$ cat src/rtl/brb_pkg.sv
// Shared types and constants of the byte ring buffer.
`default_nettype none

package brb_pkg;

  // Fixed field widths of the channels and the configuration register.
  localparam int OP_W    = 1;
  localparam int BYTES_W = 64;
  localparam int CNT_W   = 4;
  localparam int FILL_W  = 7;
  localparam int CAP_W   = 7;

  // Operation codes carried in the operation field.
  localparam logic [OP_W-1:0] OP_PUSH = 1'b0;
  localparam logic [OP_W-1:0] OP_POP  = 1'b1;

  // Depth of the command queue between front and back end.
  localparam int QDEPTH = 2;
  localparam int QPTR_W = 1;
  localparam int QCNT_W = 2;

  // What the back end has to do for one accepted item.
  typedef enum logic [1:0] {
    CMD_NOTE = 2'd0,  // single result without a byte
    CMD_PUSH = 2'd1,  // write bytes, then one result
    CMD_POP  = 2'd2   // read bytes, one result per byte
  } cmd_kind_e;

  typedef struct packed {
    cmd_kind_e            kind;
    logic [BYTES_W-1:0]   bytes;
    logic [CNT_W-1:0]     n;       // bytes to write or read
    logic                 status;  // status of the final result
    logic [FILL_W-1:0]    fill;    // fill after a push, before a pop
  } cmd_t;

  // Control from the front end to the back end.
  typedef struct packed {
    logic              clear;  // configuration write empties the ring
    logic [CAP_W-1:0]  cap;    // slots in use
  } ctl_t;

endpackage

`default_nettype wire

$ cat src/rtl/brb_in_if.sv
// Input channel of the byte ring buffer: handshake and item fields.
`default_nettype none

interface brb_in_if;
  logic                          valid;
  logic                          ready;
  logic [brb_pkg::OP_W-1:0]      operation;
  logic [brb_pkg::BYTES_W-1:0]   push_bytes;
  logic [brb_pkg::CNT_W-1:0]     push_count;
  logic [brb_pkg::CNT_W-1:0]     pop_count;

  modport source (output valid, operation, push_bytes, push_count, pop_count,
                  input ready);
  modport sink   (input valid, operation, push_bytes, push_count, pop_count,
                  output ready);
endinterface

`default_nettype wire

$ cat src/rtl/brb_out_if.sv
// Output channel of the byte ring buffer: handshake and result fields.
`default_nettype none

interface brb_out_if;
  logic                         valid;
  logic                         ready;
  logic [7:0]                   data_byte;
  logic                         byte_valid;
  logic                         last_of_run;
  logic                         status;
  logic [brb_pkg::FILL_W-1:0]   fill_level;
  logic                         is_empty;

  modport source (output valid, data_byte, byte_valid, last_of_run, status,
                  fill_level, is_empty, input ready);
  modport sink   (input valid, data_byte, byte_valid, last_of_run, status,
                  fill_level, is_empty, output ready);
endinterface

`default_nettype wire

$ cat src/rtl/brb_front.sv
// Front end: accepts items, tracks fill and capacity, issues commands.
`default_nettype none

module brb_front #(
  parameter int DEPTH     = 64,
  parameter int MAX_BURST = 8
) (
  input  wire logic                      clk_i,
  input  wire logic                      rst_ni,
  input  wire logic                      cfg_we_i,
  input  wire logic [brb_pkg::CAP_W-1:0] cfg_wdata_i,
  brb_in_if.sink                         in_i,
  output brb_pkg::cmd_t                  cmd_o,
  output logic                           cmd_valid_o,
  input  wire logic                      cmd_ready_i,
  output brb_pkg::ctl_t                  ctl_o
);

  localparam int CAP_MAX = (DEPTH < 127) ? DEPTH : 127;
  localparam int CAP_RST = (DEPTH < 64) ? DEPTH : 64;
  localparam logic [brb_pkg::CNT_W-1:0] BURST = brb_pkg::CNT_W'(MAX_BURST);

  logic [brb_pkg::CAP_W-1:0]  cap_q, cap_d;
  logic [brb_pkg::FILL_W-1:0] count_q, count_d;
  logic [brb_pkg::FILL_W-1:0] free_room;
  logic [brb_pkg::CNT_W-1:0]  push_n, pop_n, take;
  logic                       accept, fits, shorted;

  assign in_i.ready  = cmd_ready_i;
  assign cmd_valid_o = in_i.valid;
  assign accept      = in_i.valid && cmd_ready_i;

  assign push_n    = (in_i.push_count > BURST) ? BURST : in_i.push_count;
  assign pop_n     = (in_i.pop_count > BURST) ? BURST : in_i.pop_count;
  assign free_room = cap_q - count_q;
  assign fits      = {3'b000, push_n} <= free_room;
  assign shorted   = {3'b000, pop_n} > count_q;
  assign take      = shorted ? count_q[brb_pkg::CNT_W-1:0] : pop_n;

  always_comb begin
    cmd_o.bytes  = in_i.push_bytes;
    cmd_o.n      = '0;
    cmd_o.kind   = brb_pkg::CMD_NOTE;
    cmd_o.status = 1'b0;
    cmd_o.fill   = count_q;
    count_d      = count_q;
    if (in_i.operation == brb_pkg::OP_PUSH) begin
      if (!fits) begin
        cmd_o.status = 1'b1;
      end else if (push_n != '0) begin
        cmd_o.kind = brb_pkg::CMD_PUSH;
        cmd_o.n    = push_n;
        cmd_o.fill = count_q + {3'b000, push_n};
        count_d    = count_q + {3'b000, push_n};
      end
    end else begin
      cmd_o.status = shorted;
      if (take != '0) begin
        cmd_o.kind = brb_pkg::CMD_POP;
        cmd_o.n    = take;
        count_d    = count_q - {3'b000, take};
      end
    end
  end

  always_comb begin
    cap_d = cfg_wdata_i;
    if (cfg_wdata_i == '0) begin
      cap_d = brb_pkg::CAP_W'(1);
    end else if (cfg_wdata_i > brb_pkg::CAP_W'(CAP_MAX)) begin
      cap_d = brb_pkg::CAP_W'(CAP_MAX);
    end
  end

  always_ff @(posedge clk_i or negedge rst_ni) begin
    if (!rst_ni) begin
      cap_q   <= brb_pkg::CAP_W'(CAP_RST);
      count_q <= '0;
    end else if (cfg_we_i) begin
      cap_q   <= cap_d;
      count_q <= '0;
    end else if (accept) begin
      count_q <= count_d;
    end
  end

  assign ctl_o.clear = cfg_we_i;
  assign ctl_o.cap   = cap_q;

`ifndef SYNTH
  a_count_le_cap: assert property (@(posedge clk_i) disable iff (!rst_ni)
    count_q <= cap_q)
    else $error("fill count exceeds capacity");

  a_cap_range: assert property (@(posedge clk_i) disable iff (!rst_ni)
    cap_q != '0 && cap_q <= brb_pkg::CAP_W'(CAP_MAX))
    else $error("capacity out of range");

  a_refused_push_keeps_count: assert property (@(posedge clk_i) disable iff (!rst_ni)
    accept && !cfg_we_i && in_i.operation == brb_pkg::OP_PUSH && !fits
      |=> $stable(count_q))
    else $error("refused push changed the fill count");
`endif

endmodule

`default_nettype wire

$ cat src/rtl/brb_cmd_queue.sv
// Two-entry command queue between the front end and the back end.
`default_nettype none

module brb_cmd_queue (
  input  wire logic          clk_i,
  input  wire logic          rst_ni,
  input  wire brb_pkg::cmd_t push_data_i,
  input  wire logic          push_valid_i,
  output logic               push_ready_o,
  output brb_pkg::cmd_t      pop_data_o,
  output logic               pop_valid_o,
  input  wire logic          pop_ready_i
);

  brb_pkg::cmd_t                slot_q [brb_pkg::QDEPTH];
  logic [brb_pkg::QPTR_W-1:0]   wr_ptr_q, rd_ptr_q;
  logic [brb_pkg::QCNT_W-1:0]   cnt_q;
  logic                         do_push, do_pop;

  assign push_ready_o = cnt_q != brb_pkg::QCNT_W'(brb_pkg::QDEPTH);
  assign pop_valid_o  = cnt_q != '0;
  assign pop_data_o   = slot_q[rd_ptr_q];
  assign do_push      = push_valid_i && push_ready_o;
  assign do_pop       = pop_valid_o && pop_ready_i;

  always_ff @(posedge clk_i) begin
    if (do_push) begin
      slot_q[wr_ptr_q] <= push_data_i;
    end
  end

  always_ff @(posedge clk_i or negedge rst_ni) begin
    if (!rst_ni) begin
      wr_ptr_q <= '0;
      rd_ptr_q <= '0;
      cnt_q    <= '0;
    end else begin
      if (do_push) begin
        wr_ptr_q <= wr_ptr_q + 1'b1;
      end
      if (do_pop) begin
        rd_ptr_q <= rd_ptr_q + 1'b1;
      end
      if (do_push && !do_pop) begin
        cnt_q <= cnt_q + 1'b1;
      end else if (do_pop && !do_push) begin
        cnt_q <= cnt_q - 1'b1;
      end
    end
  end

`ifndef SYNTH
  a_cnt_bound: assert property (@(posedge clk_i) disable iff (!rst_ni)
    cnt_q <= brb_pkg::QCNT_W'(brb_pkg::QDEPTH))
    else $error("command queue count out of range");

  a_ptr_gap: assert property (@(posedge clk_i) disable iff (!rst_ni)
    (cnt_q == '0 || cnt_q == brb_pkg::QCNT_W'(brb_pkg::QDEPTH)) |-> wr_ptr_q == rd_ptr_q)
    else $error("command queue pointers disagree with count");

  a_full_no_push: assert property (@(posedge clk_i) disable iff (!rst_ni)
    cnt_q == brb_pkg::QCNT_W'(brb_pkg::QDEPTH) |-> !do_push)
    else $error("command queue written while full");
`endif

endmodule

`default_nettype wire

$ cat src/rtl/brb_back.sv
// Back end: byte memory, ring positions and the result register.
`default_nettype none

module brb_back #(
  parameter int DEPTH = 64
) (
  input  wire logic          clk_i,
  input  wire logic          rst_ni,
  input  wire brb_pkg::ctl_t ctl_i,
  input  wire brb_pkg::cmd_t cmd_i,
  input  wire logic          cmd_valid_i,
  output logic               cmd_ready_o,
  brb_out_if.source          out_o
);

  localparam int PTR_W = $clog2(DEPTH);
  localparam int CMP_W = ((PTR_W > brb_pkg::CAP_W) ? PTR_W : brb_pkg::CAP_W) + 1;

  localparam logic [1:0] S_IDLE = 2'd0;
  localparam logic [1:0] S_PUSH = 2'd1;
  localparam logic [1:0] S_POP  = 2'd2;
  localparam logic [1:0] S_RESP = 2'd3;

  logic [7:0]                   mem_q [DEPTH];
  logic [7:0]                   rdata_q;
  logic [1:0]                   state_q, state_d;
  logic [PTR_W-1:0]             wr_pos_q, wr_pos_d, rd_pos_q, rd_pos_d;
  logic [brb_pkg::BYTES_W-1:0]  bytes_q, bytes_d;
  logic [2:0]                   idx_q, idx_d;
  logic [brb_pkg::CNT_W-1:0]    cnt_q, cnt_d;
  logic [brb_pkg::FILL_W-1:0]   fill_q, fill_d;
  logic                         status_q, status_d;
  logic                         mem_we, mem_re;
  logic [7:0]                   mem_wdata;
  logic                         out_free, out_load, pop_last;
  logic                         out_valid_q;
  logic [7:0]                   out_byte_q, out_byte_d;
  logic                         out_bvalid_q, out_bvalid_d;
  logic                         out_last_q, out_last_d;
  logic                         out_status_q, out_status_d;
  logic [brb_pkg::FILL_W-1:0]   out_fill_q, out_fill_d;

  function automatic logic [PTR_W-1:0] next_pos(input logic [PTR_W-1:0] pos,
                                                input logic [brb_pkg::CAP_W-1:0] cap);
    logic [CMP_W-1:0] nxt;
    nxt = CMP_W'(pos) + CMP_W'(1);
    return (nxt >= CMP_W'(cap)) ? '0 : nxt[PTR_W-1:0];
  endfunction

  assign out_free  = !out_valid_q || out_o.ready;
  assign pop_last  = cnt_q == brb_pkg::CNT_W'(1);
  assign mem_wdata = bytes_q[{idx_q, 3'b000} +: 8];

  always_comb begin
    state_d      = state_q;
    wr_pos_d     = wr_pos_q;
    rd_pos_d     = rd_pos_q;
    bytes_d      = bytes_q;
    idx_d        = idx_q;
    cnt_d        = cnt_q;
    fill_d       = fill_q;
    status_d     = status_q;
    cmd_ready_o  = 1'b0;
    mem_we       = 1'b0;
    mem_re       = 1'b0;
    out_load     = 1'b0;
    out_byte_d   = '0;
    out_bvalid_d = 1'b0;
    out_last_d   = 1'b1;
    out_status_d = 1'b0;
    out_fill_d   = fill_q;
    case (state_q)
      S_IDLE: begin
        if (cmd_valid_i) begin
          case (cmd_i.kind)
            brb_pkg::CMD_NOTE: begin
              if (out_free) begin
                cmd_ready_o  = 1'b1;
                out_load     = 1'b1;
                out_status_d = cmd_i.status;
                out_fill_d   = cmd_i.fill;
              end
            end
            brb_pkg::CMD_PUSH: begin
              cmd_ready_o = 1'b1;
              bytes_d     = cmd_i.bytes;
              idx_d       = '0;
              cnt_d       = cmd_i.n;
              fill_d      = cmd_i.fill;
              state_d     = S_PUSH;
            end
            brb_pkg::CMD_POP: begin
              cmd_ready_o = 1'b1;
              mem_re      = 1'b1;
              rd_pos_d    = next_pos(rd_pos_q, ctl_i.cap);
              cnt_d       = cmd_i.n;
              fill_d      = cmd_i.fill;
              status_d    = cmd_i.status;
              state_d     = S_POP;
            end
            default: begin
              cmd_ready_o = 1'b1;
            end
          endcase
        end
      end
      S_PUSH: begin
        mem_we   = 1'b1;
        wr_pos_d = next_pos(wr_pos_q, ctl_i.cap);
        idx_d    = idx_q + 3'd1;
        cnt_d    = cnt_q - brb_pkg::CNT_W'(1);
        if (cnt_q == brb_pkg::CNT_W'(1)) begin
          state_d = S_RESP;
        end
      end
      S_RESP: begin
        if (out_free) begin
          out_load = 1'b1;
          state_d  = S_IDLE;
        end
      end
      S_POP: begin
        if (out_free) begin
          out_load     = 1'b1;
          out_byte_d   = rdata_q;
          out_bvalid_d = 1'b1;
          out_last_d   = pop_last;
          out_status_d = pop_last ? status_q : 1'b0;
          out_fill_d   = fill_q - brb_pkg::FILL_W'(1);
          fill_d       = fill_q - brb_pkg::FILL_W'(1);
          cnt_d        = cnt_q - brb_pkg::CNT_W'(1);
          if (pop_last) begin
            state_d = S_IDLE;
          end else begin
            mem_re   = 1'b1;
            rd_pos_d = next_pos(rd_pos_q, ctl_i.cap);
          end
        end
      end
      default: begin
        state_d = S_IDLE;
      end
    endcase
  end

  always_ff @(posedge clk_i) begin
    if (mem_we) begin
      mem_q[wr_pos_q] <= mem_wdata;
    end
    if (mem_re) begin
      rdata_q <= mem_q[rd_pos_q];
    end
  end

  always_ff @(posedge clk_i) begin
    bytes_q  <= bytes_d;
    idx_q    <= idx_d;
    cnt_q    <= cnt_d;
    fill_q   <= fill_d;
    status_q <= status_d;
    if (out_load) begin
      out_byte_q   <= out_byte_d;
      out_bvalid_q <= out_bvalid_d;
      out_last_q   <= out_last_d;
      out_status_q <= out_status_d;
      out_fill_q   <= out_fill_d;
    end
  end

  always_ff @(posedge clk_i or negedge rst_ni) begin
    if (!rst_ni) begin
      state_q     <= S_IDLE;
      wr_pos_q    <= '0;
      rd_pos_q    <= '0;
      out_valid_q <= 1'b0;
    end else begin
      state_q <= state_d;
      if (ctl_i.clear) begin
        wr_pos_q <= '0;
        rd_pos_q <= '0;
      end else begin
        wr_pos_q <= wr_pos_d;
        rd_pos_q <= rd_pos_d;
      end
      if (out_load) begin
        out_valid_q <= 1'b1;
      end else if (out_o.ready) begin
        out_valid_q <= 1'b0;
      end
    end
  end

  assign out_o.valid       = out_valid_q;
  assign out_o.data_byte   = out_byte_q;
  assign out_o.byte_valid  = out_bvalid_q;
  assign out_o.last_of_run = out_last_q;
  assign out_o.status      = out_status_q;
  assign out_o.fill_level  = out_fill_q;
  assign out_o.is_empty    = out_fill_q == '0;

`ifndef SYNTH
  a_no_read_write_overlap: assert property (@(posedge clk_i) disable iff (!rst_ni)
    !(mem_we && mem_re))
    else $error("memory written and read in the same cycle");

  a_busy_has_count: assert property (@(posedge clk_i) disable iff (!rst_ni)
    (state_q == S_PUSH || state_q == S_POP) |-> cnt_q != '0)
    else $error("back end busy with no bytes left");

  a_pop_byte_after_read: assert property (@(posedge clk_i) disable iff (!rst_ni)
    out_load && out_bvalid_d |-> state_q == S_POP)
    else $error("byte result loaded outside a pop");
`endif

endmodule

`default_nettype wire

$ cat src/rtl/byte_ring_buffer.sv
// Top level of the byte ring buffer: front end, command queue and back end.
`default_nettype none

// A circular byte FIFO whose ring length is set by capacity_in_use (1 up to
// min(DEPTH, 127); a write of 0 counts as 1 and a larger value as that bound).
// Writing the register empties the ring, and it must only be written while
// the block is idle. A push transfer carries up to MAX_BURST bytes and is
// taken whole or refused whole; either way it produces one result whose
// status flags a refusal. A pop transfer produces one result per byte removed,
// oldest first, with last_of_run on the final one and status set there if
// fewer bytes were stored than requested; a pop that removes nothing gives a
// single result without a byte. The front end decides every outcome at the
// input transfer and queues a command, so a new input is taken while the back
// end is still busy, up to two commands ahead. The back end owns the byte
// memory, which has one port used for either a write or a read in each cycle.
// A push of n bytes therefore keeps the back end busy taking the command,
// writing its n bytes and issuing one result. A pop of n bytes reads memory
// as it takes the command and then delivers a byte in every cycle the output
// side takes it. An item with no memory access (refused push, empty push or
// empty pop) is taken in the same cycle as its result is loaded.
// The output is a register, so a stalled result never stops the front end
// from taking the next input while the queue has room.
module byte_ring_buffer #(
  parameter int DEPTH     = 64,
  parameter int MAX_BURST = 8
) (
  input  wire logic                      clk_i,
  input  wire logic                      rst_ni,
  input  wire logic                      cfg_we_i,
  input  wire logic [brb_pkg::CAP_W-1:0] cfg_wdata_i,
  brb_in_if.sink                         in_i,
  brb_out_if.source                      out_o
);

  // Command from the front end into the queue.
  brb_pkg::cmd_t front_cmd;
  logic          front_valid;
  logic          front_ready;

  // Command from the queue into the back end.
  brb_pkg::cmd_t back_cmd;
  logic          back_valid;
  logic          back_ready;

  // Capacity and ring clear, owned by the front end.
  brb_pkg::ctl_t ctl;

  brb_front #(
    .DEPTH     (DEPTH),
    .MAX_BURST (MAX_BURST)
  ) u_front (
    .clk_i       (clk_i),
    .rst_ni      (rst_ni),
    .cfg_we_i    (cfg_we_i),
    .cfg_wdata_i (cfg_wdata_i),
    .in_i        (in_i),
    .cmd_o       (front_cmd),
    .cmd_valid_o (front_valid),
    .cmd_ready_i (front_ready),
    .ctl_o       (ctl)
  );

  brb_cmd_queue u_queue (
    .clk_i        (clk_i),
    .rst_ni       (rst_ni),
    .push_data_i  (front_cmd),
    .push_valid_i (front_valid),
    .push_ready_o (front_ready),
    .pop_data_o   (back_cmd),
    .pop_valid_o  (back_valid),
    .pop_ready_i  (back_ready)
  );

  brb_back #(
    .DEPTH (DEPTH)
  ) u_back (
    .clk_i       (clk_i),
    .rst_ni      (rst_ni),
    .ctl_i       (ctl),
    .cmd_i       (back_cmd),
    .cmd_valid_i (back_valid),
    .cmd_ready_o (back_ready),
    .out_o       (out_o)
  );

endmodule

`default_nettype wire
$ cat src/flat_wrapper.sv
// flat-port wrapper written by rule: the top's interface ports become plain ports
module byte_ring_buffer_flat 
#(
  parameter int DEPTH     = 64,
  parameter int MAX_BURST = 8
)
  (clk_i, rst_ni, cfg_we_i, cfg_wdata_i, in_i_valid, in_i_operation, in_i_push_bytes, in_i_push_count, in_i_pop_count, in_i_ready, out_o_valid, out_o_data_byte, out_o_byte_valid, out_o_last_of_run, out_o_status, out_o_fill_level, out_o_is_empty, out_o_ready);
  brb_in_if in_i_i ();
  brb_out_if out_o_i ();
  input  wire logic clk_i;
  input  wire logic rst_ni;
  input  wire logic cfg_we_i;
  input  wire logic [brb_pkg::CAP_W-1:0] cfg_wdata_i;
  input wire logic [$bits(in_i_i.valid)-1:0] in_i_valid;
  input wire logic [$bits(in_i_i.operation)-1:0] in_i_operation;
  input wire logic [$bits(in_i_i.push_bytes)-1:0] in_i_push_bytes;
  input wire logic [$bits(in_i_i.push_count)-1:0] in_i_push_count;
  input wire logic [$bits(in_i_i.pop_count)-1:0] in_i_pop_count;
  output wire logic [$bits(in_i_i.ready)-1:0] in_i_ready;
  output wire logic [$bits(out_o_i.valid)-1:0] out_o_valid;
  output wire logic [$bits(out_o_i.data_byte)-1:0] out_o_data_byte;
  output wire logic [$bits(out_o_i.byte_valid)-1:0] out_o_byte_valid;
  output wire logic [$bits(out_o_i.last_of_run)-1:0] out_o_last_of_run;
  output wire logic [$bits(out_o_i.status)-1:0] out_o_status;
  output wire logic [$bits(out_o_i.fill_level)-1:0] out_o_fill_level;
  output wire logic [$bits(out_o_i.is_empty)-1:0] out_o_is_empty;
  input wire logic [$bits(out_o_i.ready)-1:0] out_o_ready;
  assign in_i_i.valid = in_i_valid;
  assign in_i_i.operation = in_i_operation;
  assign in_i_i.push_bytes = in_i_push_bytes;
  assign in_i_i.push_count = in_i_push_count;
  assign in_i_i.pop_count = in_i_pop_count;
  assign in_i_ready = in_i_i.ready;
  assign out_o_valid = out_o_i.valid;
  assign out_o_data_byte = out_o_i.data_byte;
  assign out_o_byte_valid = out_o_i.byte_valid;
  assign out_o_last_of_run = out_o_i.last_of_run;
  assign out_o_status = out_o_i.status;
  assign out_o_fill_level = out_o_i.fill_level;
  assign out_o_is_empty = out_o_i.is_empty;
  assign out_o_i.ready = out_o_ready;
  byte_ring_buffer #(.DEPTH(DEPTH), .MAX_BURST(MAX_BURST)) u_core (.clk_i(clk_i), .rst_ni(rst_ni), .cfg_we_i(cfg_we_i), .cfg_wdata_i(cfg_wdata_i), .in_i(in_i_i), .out_o(out_o_i));
endmodule
$ cat config.mk
export PLATFORM = sky130hd
export DESIGN_NAME = byte_ring_buffer_flat
export DESIGN_NICKNAME = d
export VERILOG_FILES = /design/src/rtl/brb_pkg.sv /design/src/rtl/brb_in_if.sv /design/src/rtl/brb_out_if.sv /design/src/rtl/brb_front.sv /design/src/rtl/brb_cmd_queue.sv /design/src/rtl/brb_back.sv /design/src/rtl/byte_ring_buffer.sv /design/src/flat_wrapper.sv
export SDC_FILE = /design/constraint.sdc
export NUM_CORES = 1
export LEC_CHECK = 0
export BUFFER_PORTS_ARGS = -buffer_cell sky130_fd_sc_hd__buf_2
export CAP_MARGIN = 0
export CORE_UTILIZATION = 25
export CTS_CLUSTER_DIAMETER = 200
export DETAILED_ROUTE_END_ITERATION = 7
export GPL_TIMING_DRIVEN = 0
export SLEW_MARGIN = 20
export SYNTH_ARGS = -nofsm -noshare
export SYNTH_HDL_FRONTEND = slang
export SYNTH_SLANG_ARGS = --single-unit
export TNS_END_PERCENT = 1
$ cat constraint.sdc
create_clock -name clk_i -period 4.5 [get_ports clk_i]
set_clock_uncertainty 0.1 [all_clocks]
set_input_delay 0.225 -clock clk_i [delete_from_list [all_inputs] [get_ports clk_i]]
set_output_delay 0.225 -clock clk_i [all_outputs]
set_load 0.005 [all_outputs]
==> flow_summary_export.csv <==
group,metric,value,unit
outcome,status,"finished, final reports clean",
setup_path,slowest_stage,"dfrtp_1",
setup_path,crit_fanout,10,
power,finalPower,24.3,mW
power,p_leak,12.7,nW
grt,grt_pass1_wl,115,mm
sta,slew-limit-headroom,0.313,
drt,drt_iter0_markers,1605,
cells_and_area,syn_to_final_growth,19.7,%
cells_and_area,diodes,0,
drt,drt_pass1_iterations,5,
clock_tree,cts_setup_buffers,0,
synth,synth_area_leaders,"edfxtp_1 (71%), mux4_2 (13%), mux2_2 (2.7%), dfrtp_1 (2.4%), ha_1 (1.9%)",
floorplan,die_width,365,µm
grt,grt_pass1_vias,17700,
synth,synth-adder-area-share,0.0212,
clock_tree,cts_tree,"yes",
sta,rsz0062_at_grt,"no",
grt,antenna_found_initial,1,
clock_tree,clock_path_buffers,3,
synth,avgSynthCellArea,19.5,µm²
sta,finalCritPeriodShare,0.912,
synth,ys_ff_latch,806,
placed_design,post-place-ws,394,ps
drt,ant_nets,0,
power,clkPwrFrac,0.280,
setup_path,end_kind,"flop",
synth,synth.cell_area,32900,µm²
synth,synth_edf_count,773,
setup_path,crit_required,4960,ps
synth,synth_xor_area_frac,0.00799,
sta,max_clock_freq,244,MHz
setup_path,worstSetupPathType,"reg -> reg",
sta,final.min_clock_period,4100,ps
floorplan,num_rows,132,
grt,grt_overflow,0,
synth,ys_seq_area_frac,0.731,
synth,ys_types,67,
synth,synth_top_area_cell,"edfxtp_1",
placed_design,io_buffers,105,
synth,synth_flop_cell,"edfxtp_1",
cells_and_area,final_core_util,0.303,
clock_tree,htree_levels,3,
synth,synth_compound_area_frac,0.0271,
cells_and_area,fin_area,39400,µm²
power,vdd_drop_max,0.000419,V
floorplan,ioPinCount,106,
synth,synth_top_family_by_area,"multiplexers",
synth,synthSimpleGateAreaFrac,0.0396,
placed_design,hpwl,51.5,mm
power,swShare,0.307,
cells_and_area,fillCellCount,12500,
synth,synth_nets,1830,
clock_tree,clk_latency,650,ps
power,power.share.sequential,0.443,
clock_tree,clk_pin_slew,60,ps
floorplan,coreArea,130000,µm²
hold_path,hp-class,"in -> reg",
sta,worst_slack,397,ps
sta,worst_slew_pin_slew,1030,ps
clock_tree,ctsResizeCount,0,
clock_tree,cts_buffers,85,
synth,netlist.area_leader.share,0.706,
synth,synthArstFlopShare,0.0409,
drt,drc,0,
floorplan,die_area,133000,µm²
placed_design,post_dp_cell_area,35900,µm²
floorplan,start_util,0.253,
cells_and_area,final_common_cell,"edfxtp_1",
drt,vias,16900,
setup_path,critPathLaunch,"u_core.u_front.count_q[1]",
hold_path,worstHoldStart,"in_i_valid",
power,pwr-share-comb,0.277,
clock_tree,clock-sinks,806,
power,switchingPower,7.46,mW
cells_and_area,nets,2111,
sta,hold_violations,0,
drt,wl,76.4,mm
setup_path,crit_chain,"inv_1, ha_1, nand2b_1, a21oi_1, o211ai_2, mux2i_1, ha_1, fa_1, nand2b_1, o2bb2ai_1, a31o_2, and3_1, a211oi_1, o311ai_1, nand4_1",
cells_and_area,final_cell_mix,"edfxtp_1 (773), mux4_2 (184), buf_2 (112), nor2_1 (108), clkbuf_16 (86)",
synth,muxShareOfSynthArea,0.158,
clock_tree,cts-root-buf,"clkbuf_16",
setup_path,r2r-start,"u_core.u_front.count_q[1]",
floorplan,die_y,365,µm
grt,grt_start_max_net_pins,65,
synth,synthCells,1691,
cells_and_area,drive_gt1_frac,0.264,
power,power_density,618,nW/µm²
setup_path,cp-start-kind,"flop",
sta,setup_viol,0,
grt,grt_usage,0.114,
power,p_int,16.8,mW
setup_path,critPathArrivalTime,4560,ps
setup_path,cp_slowest_stage_delay,520,ps
sta,slew_viol_final,0,
drt,via_per_inst,4.48,
run,cap_violations,0,
synth,yosys_warnings,0,
placed_design,place_congestion,0.862,
drt,wl_per_cell,20.2,µm
==> final timing paths <==
path,endpoint,slack (ps),cells past startpoint
min reg2reg,u_core.u_back.out_o.data_byte[5],440,1
max in group asynchronous,u_core.u_back.wr_pos_q[4],3540,2
min in group asynchronous,u_core.u_back.rd_pos_q[5],170,2
max,u_core.u_front.count_q[6],400,15
min,u_core.u_queue.slot_q[1][38],90,2
max reg2reg,u_core.u_front.count_q[6],400,15
==> sequential cells by signal (all words and copies together) (netlist names), 2 cells and up <==
register,flops
u_core.u_back.out_o.fill_level,7
u_core.u_front.count_q,7
u_core.u_back.idx_q,3
u_core.u_back.mem_q,512
u_core.u_back.rdata_q,8
u_core.u_back.wr_pos_q,6
u_core.u_back.cnt_q,4
u_core.u_queue.cnt_q,2
u_core.u_back.rd_pos_q,6
u_core.u_front.cap_q,7
u_core.u_back.out_o.data_byte,8
u_core.u_back.fill_q,7
u_core.u_back.bytes_q,64
u_core.u_back.state_q,2
u_core.u_queue.slot_q,156
==> final cells by class <==
class,instances,area (µm²),area share
Buffer,77,365,0.00928
Clock buffer,102,2220,0.0565
Clock inverter,49,494,0.0126
Inverter,37,139,0.00353
Multi-Input combinational cell,771,8420,0.214
Sequential cell,806,24000,0.611
Tap cell,1742,2180,0.0554
Timing Repair Buffer,194,1510,0.0382
==> layer usage <==
layer,up-vias,share of wire,global-route usage
met2,520,0.49,0.192
li1,7413,-,-
met1,8903,0.43,0.151
met4,0,0.018,0.0290
met5,-,0,0
met3,100,0.058,0.0227
==> cells in the mapped netlist, types with 4 or more instances <==
master and n:
and2_1 5, mux2_2 78, nor2_1 109, nand3_1 15, mux2i_1 14, nand2b_1 18
nor2b_1 13, buf_1 11, nor4_1 7, dfrtp_1 32, a211oi_1 6, o21ai_1 4
nand2_1 52, xor2_1 12, mux4_2 184, a21o_1 15, nor3_1 13, o21ai_0 29
buf_6 9, buf_2 7, a22oi_1 4, clkbuf_1 50, nand3b_1 7, o22ai_1 6
edfxtp_1 773, or3_1 6, xnor2_1 18, and3_1 13, ha_1 51, inv_1 35
a21oi_1 29
==> what timing repair did <==
item,CTS,global route
setup endpoints to repair,0,0
hold buffers,79,0
hold endpoints to repair,176,0
==> through the flow <==
step | instances | TNS (ps) | hold slack [ps]
floorplan | 1691 | 0 | -171
global placement | 3538 | -76920 | 280
detailed placement | 3548 | 0 | 290
CTS | 3778 | 0 | 76.5
global route | 3778 | 0 | 84.3
finish | 3778 | 0 | 90.9
==> logic make-up after synthesis <==
| group | after synthesis |
|---|---|
| AND/OR/NAND/NOR | 274 |
| flip-flops | 806 |
| AO/OA/AOI/OAI | 134 |
| XOR/XNOR | 30 |
| buffers and inverters | 114 |
| adder cells (fa/ha/maj) | 54 |
| multiplexers | 279 |
==> critical path: cells and delay by family, from the launching register on <==
family	cells	cell delay [ps]
buf+inv	1	230
simple gates	4	520
compound gates	6	1430
mux	1	220
flops	1	520
fa+ha+maj	3	1020
==> power groups by stage <==
stage | clock network (mW) | registers, mW | logic, mW
floorplan | 0 | 10.8 | 4.21
global route | 7.21 | 10.8 | 7.26
global placement | 0 | 11.0 | 6.32
finish | 6.81 | 10.8 | 6.73
detailed placement | 0 | 10.9 | 6.73
CTS | 6.94 | 10.8 | 6.81
Note: power is estimated with default switching activity, not from simulation.
